==> config.mk <==
export PLATFORM = sky130hd
export DESIGN_NAME = multidim_array_address_generator
export DESIGN_NICKNAME = d
export VERILOG_FILES = /design/src/rtl/core/maag_pkg.sv /design/src/rtl/core/maag_ctrl.sv /design/src/rtl/core/maag_datapath.sv /design/src/rtl/core/multidim_array_address_generator.sv
export SDC_FILE = /design/constraint.sdc
export NUM_CORES = 2
export LEC_CHECK = 0
export ABC_AREA = 1
export BUFFER_PORTS_ARGS = -buffer_cell sky130_fd_sc_hd__buf_4
export CAP_MARGIN = 5
export CORE_ASPECT_RATIO = 0.6
export CORE_MARGIN = 3
export CORE_UTILIZATION = 45
export CTS_CLUSTER_SIZE = 8
export DETAILED_ROUTE_END_ITERATION = 6
export PLACE_DENSITY = 0.68
export SYNTH_ARGS = -nofsm -noshare
export SYNTH_HDL_FRONTEND = slang
export SYNTH_HIERARCHICAL = 1
export SYNTH_SLANG_ARGS = --single-unit
==> constraint.sdc <==
create_clock -name aclk -period 10.7 [get_ports aclk]
set_clock_uncertainty 0.15 [all_clocks]
set_input_delay 1.605 -clock aclk [delete_from_list [all_inputs] [get_ports aclk]]
set_output_delay 1.605 -clock aclk [all_outputs]
set_load 0.01 [all_outputs]
==> src/rtl/core/maag_pkg.sv <==
// ----------------------------------------------------------------------------
// maag_pkg
// Shared constants, codes and control types of the array address generator.
// ----------------------------------------------------------------------------
package maag_pkg;

    // Table depth and subscript width.
    localparam int MAX_DIMS    = 8;
    localparam int INDEX_WIDTH = 16;

    // Derived widths.
    localparam int DIM_W = (MAX_DIMS > 1) ? $clog2(MAX_DIMS) : 1;
    localparam int CNT_W = $clog2(MAX_DIMS + 1);
    localparam int EXT_W = INDEX_WIDTH + 2;

    // Fixed field widths.
    localparam int ADDR_W     = 32;
    localparam int ELEM_W     = 16;
    localparam int DCOUNT_W   = 4;
    localparam int SEL_W      = 3;
    localparam int FIELD_W    = 16;
    localparam int IN_DATA_W  = 56;
    localparam int CFG_IDX_W  = 2;
    localparam int CFG_DATA_W = 32;

    // Configuration register indexes.
    localparam logic [CFG_IDX_W-1:0] REG_BASE_ADDRESS    = 2'd0;
    localparam logic [CFG_IDX_W-1:0] REG_ELEMENT_SIZE    = 2'd1;
    localparam logic [CFG_IDX_W-1:0] REG_DIMENSION_COUNT = 2'd2;

    // Input transaction kinds.
    localparam logic ACT_INDEX  = 1'b0;
    localparam logic ACT_BOUNDS = 1'b1;

    // Controller states, one-hot.
    typedef enum logic [4:0] {
        ST_IDLE  = 5'b00001,
        ST_MUL   = 5'b00010,
        ST_ACC   = 5'b00100,
        ST_SCALE = 5'b01000,
        ST_EMIT  = 5'b10000
    } state_t;

    // Commands from controller to datapath.
    typedef struct packed {
        logic load_bounds;
        logic capture_index;
        logic mul_step;
        logic acc_step;
        logic scale_step;
    } ctrl_cmd_t;

    // Status towards the controller.
    typedef struct packed {
        logic is_last;
        logic out_free;
    } ctrl_status_t;

endpackage

==> src/rtl/core/maag_ctrl.sv <==
// ----------------------------------------------------------------------------
// maag_ctrl
// Sequencer that steps one transaction through the shared multiplier.
// ----------------------------------------------------------------------------
module maag_ctrl (
    input  logic                  aclk,
    input  logic                  aresetn,
    input  logic                  s_tvalid,
    input  logic                  s_action,
    input  maag_pkg::ctrl_status_t status,
    output logic                  s_tready,
    output logic                  emit,
    output maag_pkg::ctrl_cmd_t   cmd
);

    maag_pkg::state_t state_reg, state_next;
    logic             accept;

    assign s_tready = (state_reg == maag_pkg::ST_IDLE);
    assign accept   = s_tvalid && s_tready;

    always_comb begin
        state_next        = state_reg;
        cmd               = '0;
        emit              = 1'b0;
        unique case (state_reg)
            maag_pkg::ST_IDLE: begin
                if (accept) begin
                    if (s_action == maag_pkg::ACT_BOUNDS) begin
                        cmd.load_bounds = 1'b1;
                    end else begin
                        cmd.capture_index = 1'b1;
                        state_next        = maag_pkg::ST_MUL;
                    end
                end
            end
            maag_pkg::ST_MUL: begin
                cmd.mul_step = 1'b1;
                state_next   = maag_pkg::ST_ACC;
            end
            maag_pkg::ST_ACC: begin
                cmd.acc_step = 1'b1;
                state_next   = status.is_last ? maag_pkg::ST_SCALE : maag_pkg::ST_IDLE;
            end
            maag_pkg::ST_SCALE: begin
                cmd.scale_step = 1'b1;
                state_next     = maag_pkg::ST_EMIT;
            end
            maag_pkg::ST_EMIT: begin
                if (status.out_free) begin
                    emit       = 1'b1;
                    state_next = maag_pkg::ST_IDLE;
                end
            end
            default: state_next = maag_pkg::ST_IDLE;
        endcase
    end

    always_ff @(posedge aclk) begin
        if (!aresetn) begin
            state_reg <= maag_pkg::ST_IDLE;
        end else begin
            state_reg <= state_next;
        end
    end

endmodule

==> src/rtl/core/maag_datapath.sv <==
// ----------------------------------------------------------------------------
// maag_datapath
// Bound tables, configuration registers, accumulator and shared multiplier.
// ----------------------------------------------------------------------------
module maag_datapath (
    input  logic                              aclk,
    input  logic                              aresetn,
    input  logic                              cfg_wr_en,
    input  logic [maag_pkg::CFG_IDX_W-1:0]    cfg_index,
    input  logic [maag_pkg::CFG_DATA_W-1:0]   cfg_wdata,
    input  maag_pkg::ctrl_cmd_t               cmd,
    input  logic [maag_pkg::SEL_W-1:0]        dim_select,
    input  logic [maag_pkg::INDEX_WIDTH-1:0]  lower_value,
    input  logic [maag_pkg::INDEX_WIDTH-1:0]  upper_value,
    input  logic [maag_pkg::INDEX_WIDTH-1:0]  index_value,
    output logic                              is_last,
    output logic [maag_pkg::ADDR_W-1:0]       address_value
);

    localparam int AW = maag_pkg::ADDR_W;
    localparam int IW = maag_pkg::INDEX_WIDTH;
    localparam int EW = maag_pkg::EXT_W;
    localparam int DW = maag_pkg::DIM_W;
    localparam int CW = maag_pkg::CNT_W;

    // Configuration registers.
    logic [AW-1:0]                   base_reg;
    logic [maag_pkg::ELEM_W-1:0]     elem_reg;
    logic [maag_pkg::DCOUNT_W-1:0]   dcount_reg;

    // Bound tables; entries are undefined until loaded.
    logic [IW-1:0] lower_table [maag_pkg::MAX_DIMS];
    logic [EW-1:0] extent_table [maag_pkg::MAX_DIMS];

    logic [AW-1:0] acc_reg, acc_next;
    logic [AW-1:0] prod_reg;
    logic [IW-1:0] idx_reg;
    logic [DW-1:0] dim_reg;
    logic          last_reg;
    logic [DW-1:0] counter_reg, counter_next;

    logic [CW-1:0] count_eff;
    logic [DW-1:0] dim_cur;
    logic [CW:0]   dim_plus_one;
    logic [DW-1:0] load_slot;
    logic          load_ok;
    logic [EW-1:0] extent_new;
    logic [AW-1:0] mul_a, mul_b, mul_p;
    logic [AW-1:0] idx_ext, lower_ext;

    // Dimensions in use: zero counts as one, anything above the table as full.
    always_comb begin
        if (dcount_reg == '0) begin
            count_eff = CW'(1);
        end else if (32'(dcount_reg) > maag_pkg::MAX_DIMS) begin
            count_eff = CW'(maag_pkg::MAX_DIMS);
        end else begin
            count_eff = CW'(dcount_reg);
        end
    end

    always_comb begin
        if (CW'(counter_reg) >= count_eff) begin
            dim_cur = DW'(count_eff - CW'(1));
        end else begin
            dim_cur = counter_reg;
        end
        dim_plus_one = (CW + 1)'(dim_cur) + (CW + 1)'(1);
    end

    assign load_slot  = DW'(dim_select);
    assign load_ok    = (32'(dim_select) < maag_pkg::MAX_DIMS);
    assign extent_new = {{2{upper_value[IW-1]}}, upper_value}
                      - {{2{lower_value[IW-1]}}, lower_value} + EW'(1);

    // Shared multiplier: extent during a fold, element size for the scale.
    assign mul_a = acc_reg;
    assign mul_b = cmd.scale_step ? AW'(elem_reg)
                 : {{(AW - EW){extent_table[dim_reg][EW-1]}}, extent_table[dim_reg]};
    assign mul_p = mul_a * mul_b;

    assign idx_ext   = {{(AW - IW){idx_reg[IW-1]}}, idx_reg};
    assign lower_ext = {{(AW - IW){lower_table[dim_reg][IW-1]}}, lower_table[dim_reg]};

    always_comb begin
        acc_next     = acc_reg;
        counter_next = counter_reg;
        if (cmd.acc_step) begin
            acc_next = prod_reg + idx_ext - lower_ext;
            if (last_reg) begin
                counter_next = '0;
            end else begin
                counter_next = dim_reg + DW'(1);
            end
        end else if (cmd.scale_step) begin
            acc_next = '0;
        end
    end

    assign is_last       = last_reg;
    assign address_value = base_reg + prod_reg;

    always_ff @(posedge aclk) begin
        if (!aresetn) begin
            base_reg    <= '0;
            elem_reg    <= maag_pkg::ELEM_W'(1);
            dcount_reg  <= maag_pkg::DCOUNT_W'(1);
            acc_reg     <= '0;
            counter_reg <= '0;
        end else begin
            if (cfg_wr_en) begin
                case (cfg_index)
                    maag_pkg::REG_BASE_ADDRESS:    base_reg   <= cfg_wdata;
                    maag_pkg::REG_ELEMENT_SIZE:    elem_reg   <= cfg_wdata[maag_pkg::ELEM_W-1:0];
                    maag_pkg::REG_DIMENSION_COUNT: dcount_reg <= cfg_wdata[maag_pkg::DCOUNT_W-1:0];
                    default: ;
                endcase
            end
            acc_reg     <= acc_next;
            counter_reg <= counter_next;
        end
    end

    always_ff @(posedge aclk) begin
        if (cmd.load_bounds && load_ok) begin
            lower_table[load_slot]  <= lower_value;
            extent_table[load_slot] <= extent_new;
        end
        if (cmd.capture_index) begin
            idx_reg  <= index_value;
            dim_reg  <= dim_cur;
            last_reg <= (dim_plus_one >= (CW + 1)'(count_eff));
        end
        if (cmd.mul_step || cmd.scale_step) begin
            prod_reg <= mul_p;
        end
    end

endmodule

==> src/rtl/core/multidim_array_address_generator.sv <==
// ----------------------------------------------------------------------------
// multidim_array_address_generator
// Byte address of an element of a row-major array with signed bounds.
// ----------------------------------------------------------------------------
//
// Channel   Direction  Handshake           Content
// s_        in         s_tvalid/s_tready   bound load or one subscript
// m_        out        m_tvalid/m_tready   element address
// cfg_      in         cfg_wr_en           base, element size, dimension count
//
// A bound transaction is written into the tables as it is taken, and the
// block stays ready for the next. A subscript transaction is taken, the
// running sum is multiplied by the extent through the one shared 32 by 32
// multiplier, and its offset is added, after which the next transaction can
// be taken. The subscript of the last dimension then also scales by the
// element size and adds the base into the output register.
// Reset is synchronous and active low; it restores the register defaults and
// clears the accumulator and dimension counter, while the bound tables stay
// undefined until loaded. A finished address waits in the output register,
// and new transactions are taken meanwhile; only a second address stalls,
// holding in the final step until the first has been taken.
//
module multidim_array_address_generator (
    input  logic                                aclk,
    input  logic                                aresetn,
    // Input stream.
    input  logic                                s_tvalid,
    output logic                                s_tready,
    // tdata, from bit 0: dim_select[2:0], lower_value[15:0], upper_value[15:0],
    // index_value[15:0], zero padding.
    input  logic [maag_pkg::IN_DATA_W-1:0]      s_tdata,
    // tuser: action (0 = subscript, 1 = load bounds).
    input  logic                                s_tuser,
    // Result stream.
    output logic                                m_tvalid,
    input  logic                                m_tready,
    // tdata, from bit 0: address[31:0].
    output logic [maag_pkg::ADDR_W-1:0]         m_tdata,
    // Configuration writes.
    input  logic                                cfg_wr_en,
    input  logic [maag_pkg::CFG_IDX_W-1:0]      cfg_index,
    input  logic [maag_pkg::CFG_DATA_W-1:0]     cfg_wdata
);

    localparam int SW = maag_pkg::SEL_W;
    localparam int FW = maag_pkg::FIELD_W;

    maag_pkg::ctrl_cmd_t    cmd;
    maag_pkg::ctrl_status_t status;
    logic                   emit;
    logic                   is_last;
    logic [maag_pkg::ADDR_W-1:0] address_value;

    logic                        m_tvalid_reg, m_tvalid_next;
    logic [maag_pkg::ADDR_W-1:0] m_tdata_reg;

    // The output register is free when empty or being emptied this cycle.
    assign status.out_free = !m_tvalid_reg || m_tready;
    assign status.is_last  = is_last;

    maag_ctrl u_ctrl (
        .aclk     (aclk),
        .aresetn  (aresetn),
        .s_tvalid (s_tvalid),
        .s_action (s_tuser),
        .status   (status),
        .s_tready (s_tready),
        .emit     (emit),
        .cmd      (cmd)
    );

    maag_datapath u_datapath (
        .aclk          (aclk),
        .aresetn       (aresetn),
        .cfg_wr_en     (cfg_wr_en),
        .cfg_index     (cfg_index),
        .cfg_wdata     (cfg_wdata),
        .cmd           (cmd),
        .dim_select    (s_tdata[SW-1:0]),
        .lower_value   (s_tdata[SW+FW-1:SW]),
        .upper_value   (s_tdata[SW+2*FW-1:SW+FW]),
        .index_value   (s_tdata[SW+3*FW-1:SW+2*FW]),
        .is_last       (is_last),
        .address_value (address_value)
    );

    // Result holding register: loaded on emit, cleared once taken.
    always_comb begin
        m_tvalid_next = m_tvalid_reg;
        if (emit) begin
            m_tvalid_next = 1'b1;
        end else if (m_tready) begin
            m_tvalid_next = 1'b0;
        end
    end

    always_ff @(posedge aclk) begin
        if (!aresetn) begin
            m_tvalid_reg <= 1'b0;
        end else begin
            m_tvalid_reg <= m_tvalid_next;
        end
    end

    always_ff @(posedge aclk) begin
        if (emit) begin
            m_tdata_reg <= address_value;
        end
    end

    assign m_tvalid = m_tvalid_reg;
    assign m_tdata  = m_tdata_reg;

endmodule
==> flow_metrics.py <==
metrics = {
    "outcome": {
        "status": "finished, violations left",
        "violations": "max-capacitance violations, max-slew violations",
    },
    "floorplanning": {
        "die_width_um": 374.0,
        "die_h_um": 226.8,
        "dieArea_um2": 84820,
        "fp-row-count": 80,
        "ios": 130,
        "start_util_pct": 45.72,
        "core_area_um2": 79980,
    },
    "worst_setup_path": {
        "crit_path_frequent_cell": "fa_1",
        "max_stage_delay_ns": 0.59,
        "cp_data_arrival_time_ns": 9.45,
        "crit_type": "reg2reg",
        "crit_family": "adder cells",
        "path_max_fanout": 145,
        "start_kind": "flip-flop",
        "cp.required_ns": 10.91,
        "cp.buffers_inverters": 7,
        "cp-end-kind": "flip-flop",
        "slowest_stage": "ha_1",
    },
    "route": {
        "avgViaCountPerCell": 5.360,
        "drt-total-wl_um": 107800,
        "wire_per_inst_um": 20.58,
        "drc": 0,
        "dr.pass1.iters": 7,
        "ant_nets": 0,
        "drt_iter0_markers": 3118,
        "vias": 28072,
    },
    "place": {
        "io_buffer_count": 124,
        "finalWeightedCongestion": 0.9635,
        "placed_area_um2": 38720,
        "dpl.hpwl_um": 83370,
    },
    "synth": {
        "ys_ff_latch": 452,
        "synth-async-reset-ratio_pct": 0,
        "synth_top_cell_area_share_pct": 29.24,
        "syn_nets": 4748,
        "synth_edf_count": 356,
        "syn_area_per_cell_um2": 9.123,
        "synth-main-ff-cell": "edfxtp_1",
        "synth_cell_types": 50,
        "syn_inst": 4008,
        "netlist_top_cells_count": "743 x inv_1, 625 x nor2_1, 576 x nand2_1",
        "synth.most_common_cell": "inv_1",
        "synth_top_area_cell": "edfxtp_1",
        "syn_area_um2": 36560,
        "ys.warnings.count": 6,
        "synth_top_cells_by_area": "edfxtp_1 29%, fa_1 23%, ha_1 7.7%",
        "synth_seq_area_share_pct": 34.49,
    },
    "timing": {
        "relSlewSlack_pct": -1.148,
        "final-hold-violation-count": 0,
        "tightestPinTransition_ns": 1.501,
        "rsz0062_at_grt": "no",
        "finalCritPeriodShare_pct": 86.33,
        "min_period_ns": 9.238,
        "slew_viol_final": 2,
        "setup-violations-final": 0,
        "setup_tns_ns": 0,
        "max_freq_mhz": 108.3,
    },
    "global_route": {
        "first_global_vias": 27093,
        "antenna_found_initial": 2,
        "grt_first_pass_wirelength_um": 164100,
        "track_usage_pct": 25.77,
        "grt-ovfl-total": 0,
        "grt_max_degree": 146,
    },
    "min_path": {
        "hold_class": "reg2reg",
    },
    "cells_and_area": {
        "nets": 4861,
        "nFillCells": 7242,
        "syn_to_final_growth_pct": 11.30,
        "top_register": "u_datapath/extent_table",
        "antenna_cells": 0,
        "drive_above_1_share_pct": 7.456,
        "reg.largest.list": "u_datapath/extent_table: 144 flops, u_datapath/lower_table: 128 flops",
        "largest_reg_flops": 144,
        "regArea_um2": 12620,
        "multi_input_area_um2": 20540,
        "postLayoutCellArea_um2": 40700,
    },
    "cts": {
        "cts_inserted_buffers": 66,
        "cts_tree": "done",
        "post_cts_buffers": 0,
        "htreeDepth": 3,
        "insertion_delay_ns": 0.61,
        "cts_root_buf": "clkbuf_16",
        "cts.sinks": 452,
        "post_cts_resized": 0,
        "clockBufferDepth": 3,
        "clk_pin_slew_ns": 0.06,
        "cts_hold_buffers": 0,
    },
    "power_and_ir_drop": {
        "p_per_area_nw_per_um2": 123.0,
        "leakage_nw": 18.70,
        "ir_drop_mv": 0.1600,
    },
    "flow_run": {
        "maxCapViolations": 1,
    },
}
[power breakdown]
| part | switching (mW) | total [mW] | internal [mW] |
|---|---|---|---|
| Clock | 0.807 | 1.99 | 1.18 |
| Sequential | 0.0170 | 1.99 | 1.97 |
| Combinational | 0.734 | 1.03 | 0.292 |
[cell type report]
type / count / area share (%)
multi-input combinational: 2659 / 50.47
sequential: 452 / 31.00
inverter: 764 / 7.050
clock buffer: 112 / 4.535
timing repair buffer: 178 / 3.345
tap: 1066 / 3.277
clock inverter: 6 / 0.3228
[cell usage in the layout, fill, tap and decap left out, types with 4 or more instances in the layout]
cell and instances:
nor4_1 5, a31oi_1 28, clkbuf_16 67, clkinv_1 11, nand2_2 16, dfxtp_1 94, a21oi_1 191, o211ai_1 17
xor2_1 54, nand2_1 576, nand4_1 8, o21ai_0 224, nand3b_1 9, a21boi_1 4, buf_4 176, inv_1 742
xnor2_1 31, or2_2 6, fa_1 420, ha_1 224, o21a_1 9, nor2_1 614, nand3_1 113, o21bai_1 8
edfxtp_1 356, o21ai_1 24, inv_2 10, o22ai_1 18, nor3_1 14, clkbuf_1 45, a221oi_1 6, a21boi_0 4
a21o_1 4, nor2_4 10
[tightest hold or removal path, stage by stage, from the launching register on]
cell and delay (ns):
dfxtp_1 0.33, nand2_1 0.06, nand3_1 0.05
[kinds of logic (layout without fill, tap and decap cells)]
| logic type | after synthesis | count (layout) | share of synthesized area [%] |
|---|---|---|---|
| adder cells (fa/ha/maj) | 644 | 644 | 30.66 |
| XOR/XNOR | 85 | 85 | 2.036 |
| AO/OA/AOI/OAI | 546 | 546 | 8.114 |
| buffers and inverters | 897 | 1060 | 9.564 |
| flip-flops | 452 | 452 | 34.49 |
| AND/OR/NAND/NOR | 1384 | 1384 | 15.13 |
[layer usage]
metal | GRT usage [%] | up-vias | routed length, um
li1 | - | 12856 | -
met1 | 39.16 | 13602 | 49440
met2 | 32.67 | 1471 | 39480
met3 | 12.18 | 141 | 16900
met4 | 5.254 | 2 | 1933
met5 | 0 | - | 12
[metrics by stage]
stage | worst slack [ns] | power, mW | hold WS [ns] | utilization (%) | cells
6_report | 1.462 | 5.004 | 0.3155 | 50.88 | 5237
5_1_grt | 1.137 | 5.211 | 0.3555 | 50.88 | 5237
4_1_cts | 1.736 | 4.991 | 0.3159 | 50.88 | 5237
3_5_place_dp | 1.743 | 3.008 | 0.3030 | 48.41 | 5119
3_3_place_gp | 1.865 | 2.996 | 0.2894 | 48.41 | 5119
2_1_floorplan | 2.904 | 2.663 | 0.2787 | - | 4008
[worst paths after layout]
check                                           start                                   to  slack (ns)  cells after the start
setup / recovery                            flip-flop    u_datapath/prod_reg[31]$_DFFE_PP_        1.46                     30
hold / removal    u_datapath/elem_reg[0]$_SDFFE_PN1P_  u_datapath/elem_reg[0]$_SDFFE_PN1P_        0.32                      2
setup reg to reg                            flip-flop    u_datapath/prod_reg[31]$_DFFE_PP_        1.46                     30
hold reg to reg   u_datapath/elem_reg[0]$_SDFFE_PN1P_  u_datapath/elem_reg[0]$_SDFFE_PN1P_        0.32                      2
Note: power is estimated with default switching activity, not from simulation.
